===== src/rsc_pkg.sv =====
// rsc_pkg: shared types and constants for the rpn stack calculator
// depends on nothing; imported by every module of the block
package rsc_pkg;

    localparam int DATA_W    = 32;
    localparam int MAX_SHOWN = 16;
    localparam int DIV_STEPS = 32;
    localparam int CMD_W     = 3;
    localparam int STATUS_W  = 2;

    localparam logic [CMD_W-1:0] CMD_PUSH = 3'd0;
    localparam logic [CMD_W-1:0] CMD_ADD  = 3'd1;
    localparam logic [CMD_W-1:0] CMD_SUB  = 3'd2;
    localparam logic [CMD_W-1:0] CMD_MUL  = 3'd3;
    localparam logic [CMD_W-1:0] CMD_DIV  = 3'd4;
    localparam logic [CMD_W-1:0] CMD_MOD  = 3'd5;
    localparam logic [CMD_W-1:0] CMD_POP  = 3'd6;
    localparam logic [CMD_W-1:0] CMD_SHOW = 3'd7;

    localparam logic [STATUS_W-1:0] STATUS_OK    = 2'd0;
    localparam logic [STATUS_W-1:0] STATUS_UNDER = 2'd1;
    localparam logic [STATUS_W-1:0] STATUS_DIVZ  = 2'd2;
    localparam logic [STATUS_W-1:0] STATUS_OVER  = 2'd3;

    typedef enum logic [1:0] {
        CELL_HOLD,
        CELL_PUSH,
        CELL_POP,
        CELL_LOAD
    } cell_op_t;

    typedef struct packed {
        logic              start;
        logic [DATA_W-1:0] dividend;
        logic [DATA_W-1:0] divisor;
    } div_req_t;

    typedef struct packed {
        logic              done;
        logic [DATA_W-1:0] quotient;
        logic [DATA_W-1:0] remainder;
    } div_rsp_t;

endpackage


===== src/rpn_stack_calculator.sv =====
// rpn_stack_calculator: postfix calculator over a chain of stack cells
// depends on rsc_pkg, rsc_cell and rsc_divider
//
//  channel | tvalid/tready | tdata          | tuser                       | tlast
//  s_      | token in      | [31:0] operand | [2:0] command               | -
//  m_      | result out    | [31:0] value   | [1:0] status, [2] has_value | last
//
// push, add, sub and pop complete in the idle step; mul passes through the mul and emit steps
// div and mod (unless the divisor is zero) wait in the div step for the 32-step divider, then emit
// show stack gives one result per cycle while the output is not stalled, up to sixteen, from the cell chain
// reset clears the state, the entry count and the result valid; the cells need no clearing
// a stalled result output holds the block in its idle, emit or show step
module rpn_stack_calculator #(
    parameter int STACK_DEPTH = 16
) (
    input  logic        aclk,
    input  logic        aresetn,
    input  logic        s_tvalid,
    output logic        s_tready,
    input  logic [31:0] s_tdata,   // operand
    input  logic [2:0]  s_tuser,   // command
    output logic        m_tvalid,
    input  logic        m_tready,
    output logic [31:0] m_tdata,   // value
    output logic [2:0]  m_tuser,   // status, has_value
    output logic        m_tlast
);
    import rsc_pkg::*;

    localparam int CW = $clog2(STACK_DEPTH + 1);
    localparam int IW = $clog2(STACK_DEPTH);
    localparam int SHOW_MAX = (STACK_DEPTH < MAX_SHOWN) ? STACK_DEPTH : MAX_SHOWN;
    localparam logic [CW-1:0] DEPTH_C    = CW'(STACK_DEPTH);
    localparam logic [CW-1:0] SHOW_MAX_C = CW'(SHOW_MAX);

    localparam logic [2:0] ST_IDLE = 3'd0;
    localparam logic [2:0] ST_MUL  = 3'd1;
    localparam logic [2:0] ST_DIV  = 3'd2;
    localparam logic [2:0] ST_EMIT = 3'd3;
    localparam logic [2:0] ST_SHOW = 3'd4;

    logic [2:0]          state_reg, state_next;
    logic [CW-1:0]       count_reg, count_next;
    logic [CW-1:0]       n_reg, n_next;
    logic [IW-1:0]       idx_reg, idx_next;
    logic [CMD_W-1:0]    cmd_reg, cmd_next;
    logic [DATA_W-1:0]   a_reg, a_next;
    logic [DATA_W-1:0]   b_reg, b_next;
    logic [DATA_W-1:0]   r_reg, r_next;
    logic                empty_reg, empty_next;

    logic                out_valid_reg, out_valid_next;
    logic [DATA_W-1:0]   out_value_reg, out_value_next;
    logic [STATUS_W-1:0] out_status_reg, out_status_next;
    logic                out_hv_reg, out_hv_next;
    logic                out_last_reg, out_last_next;

    logic [DATA_W-1:0]   cell_q    [STACK_DEPTH];
    logic [DATA_W-1:0]   cell_load [STACK_DEPTH];
    cell_op_t            cell_op   [STACK_DEPTH];

    div_req_t            div_req;
    div_rsp_t            div_rsp;

    logic                slot_free;
    logic [CMD_W-1:0]    cmd_in;
    logic [DATA_W-1:0]   top_val, sec_val, sum_val;
    logic [CW-1:0]       show_n;
    logic [2*DATA_W-1:0] prod;

    genvar g;
    generate
        for (g = 0; g < STACK_DEPTH; g++) begin : g_cell
            logic [DATA_W-1:0] above_d, below_d;
            if (g == 0) begin : g_top
                assign above_d = s_tdata;
            end else begin : g_mid
                assign above_d = cell_q[g-1];
            end
            if (g == STACK_DEPTH - 1) begin : g_bot
                assign below_d = '0;
            end else begin : g_up
                assign below_d = cell_q[g+1];
            end
            rsc_cell u_cell (
                .aclk      (aclk),
                .op        (cell_op[g]),
                .load_data (cell_load[g]),
                .above     (above_d),
                .below     (below_d),
                .q         (cell_q[g])
            );
        end
    endgenerate

    rsc_divider u_div (
        .aclk    (aclk),
        .aresetn (aresetn),
        .req     (div_req),
        .rsp     (div_rsp)
    );

    assign slot_free = !out_valid_reg || m_tready;
    assign s_tready  = (state_reg == ST_IDLE) && slot_free;
    assign cmd_in    = s_tuser;
    assign top_val   = (count_reg >= CW'(1)) ? cell_q[0] : '0;
    assign sec_val   = (count_reg >= CW'(2)) ? cell_q[1] : '0;
    assign sum_val   = (cmd_in == CMD_ADD) ? (sec_val + top_val) : (sec_val - top_val);
    assign show_n    = (count_reg > SHOW_MAX_C) ? SHOW_MAX_C : count_reg;
    assign prod      = a_reg * b_reg;

    always_comb begin
        state_next      = state_reg;
        count_next      = count_reg;
        n_next          = n_reg;
        idx_next        = idx_reg;
        cmd_next        = cmd_reg;
        a_next          = a_reg;
        b_next          = b_reg;
        r_next          = r_reg;
        empty_next      = empty_reg;
        out_valid_next  = out_valid_reg && !m_tready;
        out_value_next  = out_value_reg;
        out_status_next = out_status_reg;
        out_hv_next     = out_hv_reg;
        out_last_next   = out_last_reg;
        div_req.start    = 1'b0;
        div_req.dividend = a_reg;
        div_req.divisor  = b_reg;
        for (int i = 0; i < STACK_DEPTH; i++) begin
            cell_op[i]   = CELL_HOLD;
            cell_load[i] = '0;
        end

        unique case (state_reg)
            ST_IDLE: begin
                if (s_tvalid && slot_free) begin
                    out_valid_next  = 1'b1;
                    out_value_next  = '0;
                    out_status_next = STATUS_OK;
                    out_hv_next     = 1'b0;
                    out_last_next   = 1'b1;
                    cmd_next        = cmd_in;
                    a_next          = sec_val;
                    b_next          = top_val;
                    empty_next      = (count_reg < CW'(2));
                    unique case (cmd_in)
                        CMD_PUSH: begin
                            if (count_reg < DEPTH_C) begin
                                for (int i = 0; i < STACK_DEPTH; i++) begin
                                    cell_op[i] = CELL_PUSH;
                                end
                                count_next = count_reg + CW'(1);
                            end else begin
                                out_status_next = STATUS_OVER;
                            end
                        end
                        CMD_ADD, CMD_SUB, CMD_MUL, CMD_DIV, CMD_MOD: begin
                            if ((cmd_in == CMD_DIV || cmd_in == CMD_MOD) && top_val == '0) begin
                                cell_op[0]      = CELL_LOAD;
                                cell_load[0]    = top_val;
                                cell_op[1]      = CELL_LOAD;
                                cell_load[1]    = sec_val;
                                count_next      = (count_reg < CW'(2)) ? CW'(2) : count_reg;
                                out_status_next = STATUS_DIVZ;
                            end else if (cmd_in == CMD_ADD || cmd_in == CMD_SUB) begin
                                for (int i = 0; i < STACK_DEPTH; i++) begin
                                    cell_op[i] = CELL_POP;
                                end
                                cell_op[0]      = CELL_LOAD;
                                cell_load[0]    = sum_val;
                                count_next      = (count_reg >= CW'(2)) ?
                                                  count_reg - CW'(1) : CW'(1);
                                out_value_next  = sum_val;
                                out_status_next = (count_reg < CW'(2)) ? STATUS_UNDER
                                                                       : STATUS_OK;
                            end else if (cmd_in == CMD_MUL) begin
                                out_valid_next = out_valid_reg && !m_tready;
                                state_next     = ST_MUL;
                            end else begin
                                out_valid_next   = out_valid_reg && !m_tready;
                                div_req.start    = 1'b1;
                                div_req.dividend = sec_val;
                                div_req.divisor  = top_val;
                                state_next       = ST_DIV;
                            end
                        end
                        CMD_POP: begin
                            if (count_reg == '0) begin
                                out_status_next = STATUS_UNDER;
                            end else begin
                                for (int i = 0; i < STACK_DEPTH; i++) begin
                                    cell_op[i] = CELL_POP;
                                end
                                count_next     = count_reg - CW'(1);
                                out_value_next = cell_q[0];
                                out_hv_next    = 1'b1;
                            end
                        end
                        CMD_SHOW: begin
                            if (count_reg != '0) begin
                                out_value_next = cell_q[0];
                                out_hv_next    = 1'b1;
                                out_last_next  = (show_n == CW'(1));
                                if (show_n != CW'(1)) begin
                                    n_next     = show_n;
                                    idx_next   = IW'(1);
                                    state_next = ST_SHOW;
                                end
                            end
                        end
                        default: ;
                    endcase
                end
            end
            ST_MUL: begin
                r_next     = prod[DATA_W-1:0];
                state_next = ST_EMIT;
            end
            ST_DIV: begin
                if (div_rsp.done) begin
                    r_next     = (cmd_reg == CMD_MOD) ? div_rsp.remainder : div_rsp.quotient;
                    state_next = ST_EMIT;
                end
            end
            ST_EMIT: begin
                if (slot_free) begin
                    for (int i = 0; i < STACK_DEPTH; i++) begin
                        cell_op[i] = CELL_POP;
                    end
                    cell_op[0]      = CELL_LOAD;
                    cell_load[0]    = r_reg;
                    count_next      = (count_reg >= CW'(2)) ? count_reg - CW'(1) : CW'(1);
                    out_valid_next  = 1'b1;
                    out_value_next  = r_reg;
                    out_status_next = empty_reg ? STATUS_UNDER : STATUS_OK;
                    out_hv_next     = 1'b0;
                    out_last_next   = 1'b1;
                    state_next      = ST_IDLE;
                end
            end
            ST_SHOW: begin
                if (slot_free) begin
                    out_valid_next  = 1'b1;
                    out_value_next  = cell_q[idx_reg];
                    out_status_next = STATUS_OK;
                    out_hv_next     = 1'b1;
                    out_last_next   = ((CW'(idx_reg) + CW'(1)) == n_reg);
                    idx_next        = idx_reg + IW'(1);
                    if ((CW'(idx_reg) + CW'(1)) == n_reg) begin
                        state_next = ST_IDLE;
                    end
                end
            end
            default: state_next = ST_IDLE;
        endcase
    end

    always_ff @(posedge aclk) begin
        if (!aresetn) begin
            state_reg     <= ST_IDLE;
            count_reg     <= '0;
            out_valid_reg <= 1'b0;
        end else begin
            state_reg     <= state_next;
            count_reg     <= count_next;
            out_valid_reg <= out_valid_next;
        end
    end

    always_ff @(posedge aclk) begin
        n_reg          <= n_next;
        idx_reg        <= idx_next;
        cmd_reg        <= cmd_next;
        a_reg          <= a_next;
        b_reg          <= b_next;
        r_reg          <= r_next;
        empty_reg      <= empty_next;
        out_value_reg  <= out_value_next;
        out_status_reg <= out_status_next;
        out_hv_reg     <= out_hv_next;
        out_last_reg   <= out_last_next;
    end

    assign m_tvalid = out_valid_reg;
    assign m_tdata  = out_value_reg;
    assign m_tuser  = {out_hv_reg, out_status_reg};
    assign m_tlast  = out_last_reg;

endmodule


===== src/rsc_cell.sv =====
// rsc_cell: one stack entry of the cell chain
// depends on rsc_pkg
module rsc_cell (
    input  logic                        aclk,
    input  rsc_pkg::cell_op_t           op,
    input  logic [rsc_pkg::DATA_W-1:0]  load_data,
    input  logic [rsc_pkg::DATA_W-1:0]  above,
    input  logic [rsc_pkg::DATA_W-1:0]  below,
    output logic [rsc_pkg::DATA_W-1:0]  q
);
    import rsc_pkg::*;

    logic [DATA_W-1:0] q_reg, q_next;

    always_comb begin
        unique case (op)
            CELL_HOLD: q_next = q_reg;
            CELL_PUSH: q_next = above;
            CELL_POP:  q_next = below;
            CELL_LOAD: q_next = load_data;
            default:   q_next = q_reg;
        endcase
    end

    always_ff @(posedge aclk) begin
        q_reg <= q_next;
    end

    assign q = q_reg;

endmodule


===== src/rsc_divider.sv =====
// rsc_divider: iterative signed divider, one quotient bit per cycle
// depends on rsc_pkg
module rsc_divider (
    input  logic              aclk,
    input  logic              aresetn,
    input  rsc_pkg::div_req_t req,
    output rsc_pkg::div_rsp_t rsp
);
    import rsc_pkg::*;

    localparam int CNT_W = $clog2(DIV_STEPS);

    logic              busy_reg, busy_next;
    logic              done_reg, done_next;
    logic [CNT_W-1:0]  cnt_reg, cnt_next;
    logic [DATA_W-1:0] quo_reg, quo_next;
    logic [DATA_W-1:0] rem_reg, rem_next;
    logic [DATA_W-1:0] dvs_reg, dvs_next;
    logic              neg_q_reg, neg_q_next;
    logic              neg_r_reg, neg_r_next;
    logic [DATA_W:0]   trial;
    logic [DATA_W:0]   diff;

    always_comb begin
        busy_next  = busy_reg;
        done_next  = 1'b0;
        cnt_next   = cnt_reg;
        quo_next   = quo_reg;
        rem_next   = rem_reg;
        dvs_next   = dvs_reg;
        neg_q_next = neg_q_reg;
        neg_r_next = neg_r_reg;
        trial      = {rem_reg, quo_reg[DATA_W-1]};
        diff       = trial - {1'b0, dvs_reg};
        if (req.start) begin
            busy_next  = 1'b1;
            cnt_next   = '0;
            rem_next   = '0;
            quo_next   = req.dividend[DATA_W-1] ? -req.dividend : req.dividend;
            dvs_next   = req.divisor[DATA_W-1] ? -req.divisor : req.divisor;
            neg_q_next = req.dividend[DATA_W-1] ^ req.divisor[DATA_W-1];
            neg_r_next = req.dividend[DATA_W-1];
        end else if (busy_reg) begin
            if (!diff[DATA_W]) begin
                rem_next = diff[DATA_W-1:0];
                quo_next = {quo_reg[DATA_W-2:0], 1'b1};
            end else begin
                rem_next = trial[DATA_W-1:0];
                quo_next = {quo_reg[DATA_W-2:0], 1'b0};
            end
            cnt_next = cnt_reg + CNT_W'(1);
            if (cnt_reg == CNT_W'(DIV_STEPS - 1)) begin
                busy_next = 1'b0;
                done_next = 1'b1;
            end
        end
    end

    always_ff @(posedge aclk) begin
        if (!aresetn) begin
            busy_reg <= 1'b0;
            done_reg <= 1'b0;
            cnt_reg  <= '0;
        end else begin
            busy_reg <= busy_next;
            done_reg <= done_next;
            cnt_reg  <= cnt_next;
        end
    end

    always_ff @(posedge aclk) begin
        quo_reg   <= quo_next;
        rem_reg   <= rem_next;
        dvs_reg   <= dvs_next;
        neg_q_reg <= neg_q_next;
        neg_r_reg <= neg_r_next;
    end

    assign rsp.done      = done_reg;
    assign rsp.quotient  = neg_q_reg ? -quo_reg : quo_reg;
    assign rsp.remainder = neg_r_reg ? -rem_reg : rem_reg;

endmodule


===== config.mk =====
export PLATFORM = sky130hd
export DESIGN_NAME = rpn_stack_calculator
export DESIGN_NICKNAME = d
export VERILOG_FILES = /design/src/rsc_pkg.sv /design/src/rpn_stack_calculator.sv /design/src/rsc_cell.sv /design/src/rsc_divider.sv
export SDC_FILE = /design/constraint.sdc
export NUM_CORES = 2
export LEC_CHECK = 0
export BUFFER_PORTS_ARGS = -buffer_cell sky130_fd_sc_hd__buf_2
export CAP_MARGIN = 40
export CORE_MARGIN = 2
export CORE_UTILIZATION = 38
export CTS_BUF_LIST = sky130_fd_sc_hd__clkbuf_16
export DETAILED_ROUTE_END_ITERATION = 7
export GPL_ROUTABILITY_DRIVEN = 1
export GPL_TIMING_DRIVEN = 0
export PLACE_DENSITY = 0.62
export RECOVER_POWER = 50
export SYNTH_ARGS = -nofsm -noshare
export SYNTH_HDL_FRONTEND = slang
export SYNTH_HIERARCHICAL = 1
export SYNTH_SLANG_ARGS = --single-unit

===== constraint.sdc =====
create_clock -name aclk -period 7 [get_ports aclk]
set_clock_uncertainty 0.1 [all_clocks]
set_input_delay 1.05 -clock aclk [delete_from_list [all_inputs] [get_ports aclk]]
set_output_delay 1.05 -clock aclk [all_outputs]
set_load 0.005 [all_outputs]

==> impl_metrics.json <==
{
  "status": "complete, but fails checks",
  "violations": "max-capacitance violations, max-slew violations, negative setup slack",
  "core_area_mm2": 0.172,
  "slew_violations": 83,
  "die_h_um": 421,
  "initial_core_util_pct": 38.3,
  "port_buffers": 76,
  "drt_iter0_markers": 5480,
  "crit_path_end_kind": "flop",
  "antenna_found_initial": 16,
  "min_period_ns": 7.56,
  "drcViolationCount": 0,
  "arrival_ns": 7.89,
  "crit_top_cell": "fa_1",
  "ys_seq_elements": 771,
  "cts_tree": "yes",
  "r2r_start": "b_reg[5]$_DFFE_PP_",
  "clock.fmax_ghz": 0.132,
  "synth_seq_area_share_pct": 34.4,
  "min_to": "u_div/cnt_reg[4]$_SDFFE_PP0P_",
  "vias_per_cell": 5.39,
  "crit_required_ns": 7.33,
  "wirelength_met1_um": 91400,
  "grt_max_degree": 67,
  "finalNetCount": 8012,
  "syn_area_per_cell_um2": 10.1,
  "largest_reg_flops": 512,
  "rrSetupSlack_ns": -0.56,
  "min_path_type": "reg -> reg",
  "drive_above_1_share_pct": 13.8,
  "min_from": "u_div/cnt_reg[4]$_SDFFE_PP0P_",
  "fin_crit_sh_pct": 108,
  "routabilityCongestion": 1.02,
  "wl_met3_um": 16600,
  "ios": 77,
  "startpoint_type": "flop",
  "fillCellCount": 16200,
  "synth_flop_cell": "edfxtp_1",
  "fin_ws_ns": -0.561,
  "syn_to_final_growth_pct": 17.9,
  "die-area_mm2": 0.177,
  "tritoncts.num_buffers": 89,
  "hold_path_depth": 2,
  "cts.sinks": 771,
  "top_layer_used": "met5",
  "synth_edf_count": 723,
  "reg2reg_to": "r_reg[30]$_DFFE_PP_",
  "routed_wl_um": 239000,
  "hold_viol": 0,
  "die_x_um": 421,
  "synthCells": 6513,
  "final_antenna_net_count": 0,
  "ys_types": 99,
  "first_pass_iters": 7,
  "cts_root_buf": "clkbuf_16",
  "slew_headroom_pct": -166,
  "hpwl_um": 191000,
  "clk_pin_slew_ns": 0.06,
  "cpPeakStageDelay_ns": 0.60,
  "path_max_fanout": 8,
  "insertion_delay_ns": 0.73,
  "rr_worst_depth": 27,
  "grt_usage_pct": 26.6,
  "ctsHoldBuffers": 0,
  "rows": 152,
  "final-setup-viol-count": 33,
  "critical_path_class": "reg -> reg",
  "overflow": 0,
  "grt_pass1_wl_um": 346000,
  "cap_violations": 2,
  "synth-async-reset-ratio_pct": 0,
  "h-tree-depth": 3,
  "grt_pass1_vias": 52700,
  "rsz0062_at_grt": "yes",
  "vias": 52600,
  "wl_per_cell_um": 24.6,
  "clockBufferDepth": 3,
  "synth.cell_area_mm2": 0.0660,
  "synth_warnings": 6,
  "cp_slowest_cell": "fa_2",
  "tightestPinTransition_ns": 3.98,
  "place_ws_ns": -1.92,
  "wl_met2_um": 113000
}
[synth_stat cells (all sizes together), types with 20 or more instances]
cell	count	share of area, %
a211oi	37	0.44
a21o	22	0.25
a21oi	680	5.2
a22oi	20	0.23
and2	322	3.1
buf	174	2.6
clkbuf	262	1.6
dfxtp	48	1.5
edfxtp	723	33
fa	410	12
ha	198	3.8
inv	579	3.3
mux2i	576	8.7
mux4	160	5.5
nand2	563	3.2
nand2b	25	0.24
nand3	40	0.30
nor2	713	4.1
nor3	32	0.24
o211ai	22	0.25
o21ai	227	1.7
o31ai	41	0.49
or2	25	0.24
or3	45	0.48
or4	20	0.26
xnor2	206	2.8
xor2	82	1.1
[how the worst max path moves through the flow]
stage                             startpoint             endpoint  slack [ns]  depth (start not counted)
after floorplan           b_reg[3]$_DFFE_PP_  r_reg[30]$_DFFE_PP_        0.02                         24
final                     b_reg[5]$_DFFE_PP_  r_reg[30]$_DFFE_PP_       -0.56                         27
after detailed placement  a_reg[7]$_DFFE_PP_  r_reg[25]$_DFFE_PP_       -1.92                         23
after global placement    a_reg[5]$_DFFE_PP_  r_reg[20]$_DFFE_PP_       -2.32                         25
after CTS                 b_reg[7]$_DFFE_PP_  r_reg[30]$_DFFE_PP_       -0.61                         27
after global routing      b_reg[4]$_DFFE_PP_  r_reg[30]$_DFFE_PP_       -0.72                         25
[critical path: cells and delay by family (launching register included)]
kind                     cells  cell delay [ns]
AO/OA/AOI/OAI                7             1.45
XOR/XNOR                     1             0.24
adder cells (fa/ha/maj)      9             4.24
AND/OR/NAND/NOR              1             0.16
buffers and inverters        8             0.58
flip-flops                   1             0.41
multiplexers                 1             0.11
[timing repair]
item                       in CTS  in global routing
buffers inserted              100                 54
setup endpoints to repair      58                 24
pin swaps                      94                135
gates cloned                    2                  1
resized for setup             316                186
[through the flow]
stage | setup TNS [ns] | cell area, µm² | std cells | hold WS, ns | utilization, %
6_report | -9.34 | 77800 | 9750 | 0.403 | 45.2
3_5_place_dp | -53.55 | 72100 | 9441 | 0.398 | 41.9
3_3_place_gp | -974.08 | 71200 | 9378 | 0.382 | 41.4
5_1_grt | -17.20 | 77700 | 9744 | 0.459 | 45.2
2_1_floorplan | 0 | 67900 | 6992 | 0.367 | -
4_1_cts | -4.26 | 76900 | 9695 | 0.413 | 44.7
[area by class of cell]
cell class | count | area [µm²] | area share, %
diodes | 7 | 17.5 | 0.0225
plain buffers | 425 | 3260 | 4.19
clock buffers | 89 | 2230 | 2.86
clock inverters | 70 | 518 | 0.666
inverters | 579 | 2170 | 2.80
multi-input cells | 5206 | 41500 | 53.4
flip-flops and latches | 771 | 22700 | 29.2
well taps | 2310 | 2890 | 3.72
repair buffers | 293 | 2460 | 3.17
[kinds of logic (layout without fill, tap and decap cells)]
family,count (synthesis),count (layout),synth area share (%)
compound gates,1214,1214,10.7
xor+xnor,288,288,3.88
fa+ha+maj,608,608,16.2
buf+inv,1015,1456,7.45
flops,771,771,34.4
mux,746,746,14.4
other cells,1,487,0.00568
simple gates,1870,1870,13.0
[cell usage in the layout, fill, tap and decap left out, types with 23 or more instances in the layout]
master / count
nand3_1: 38
a21oi_1: 658
conb_1: 480
buf_8: 32
edfxtp_1: 723
xnor2_1: 194
mux4_2: 158
o21ai_1: 58
nand2_1: 552
nor2_1: 708
o21ai_0: 148
buf_1: 25
mux2i_1: 572
buf_12: 59
ha_1: 165
or2_2: 23
and2_4: 23
a211oi_1: 33
buf_4: 144
clkbuf_16: 99
buf_6: 70
clkbuf_1: 222
o31ai_1: 39
buf_2: 111
and2_1: 291
ha_4: 31
fa_1: 389
nor3_1: 26
inv_2: 44
or3_1: 38
nand2b_1: 25
inv_1: 561
dfxtp_1: 47
xor2_1: 75
[layer usage]
metal | up-vias | global-route usage (%)
met3 | 645 | 4.17
met5 | - | 0
li1 | 23800 | -
met4 | 4 | 16.7
met2 | 2332 | 44.6
met1 | 25800 | 32.1
Power is not shown: default switching activity piles up to over one toggle a cycle in this logic, so the estimate is an artifact.
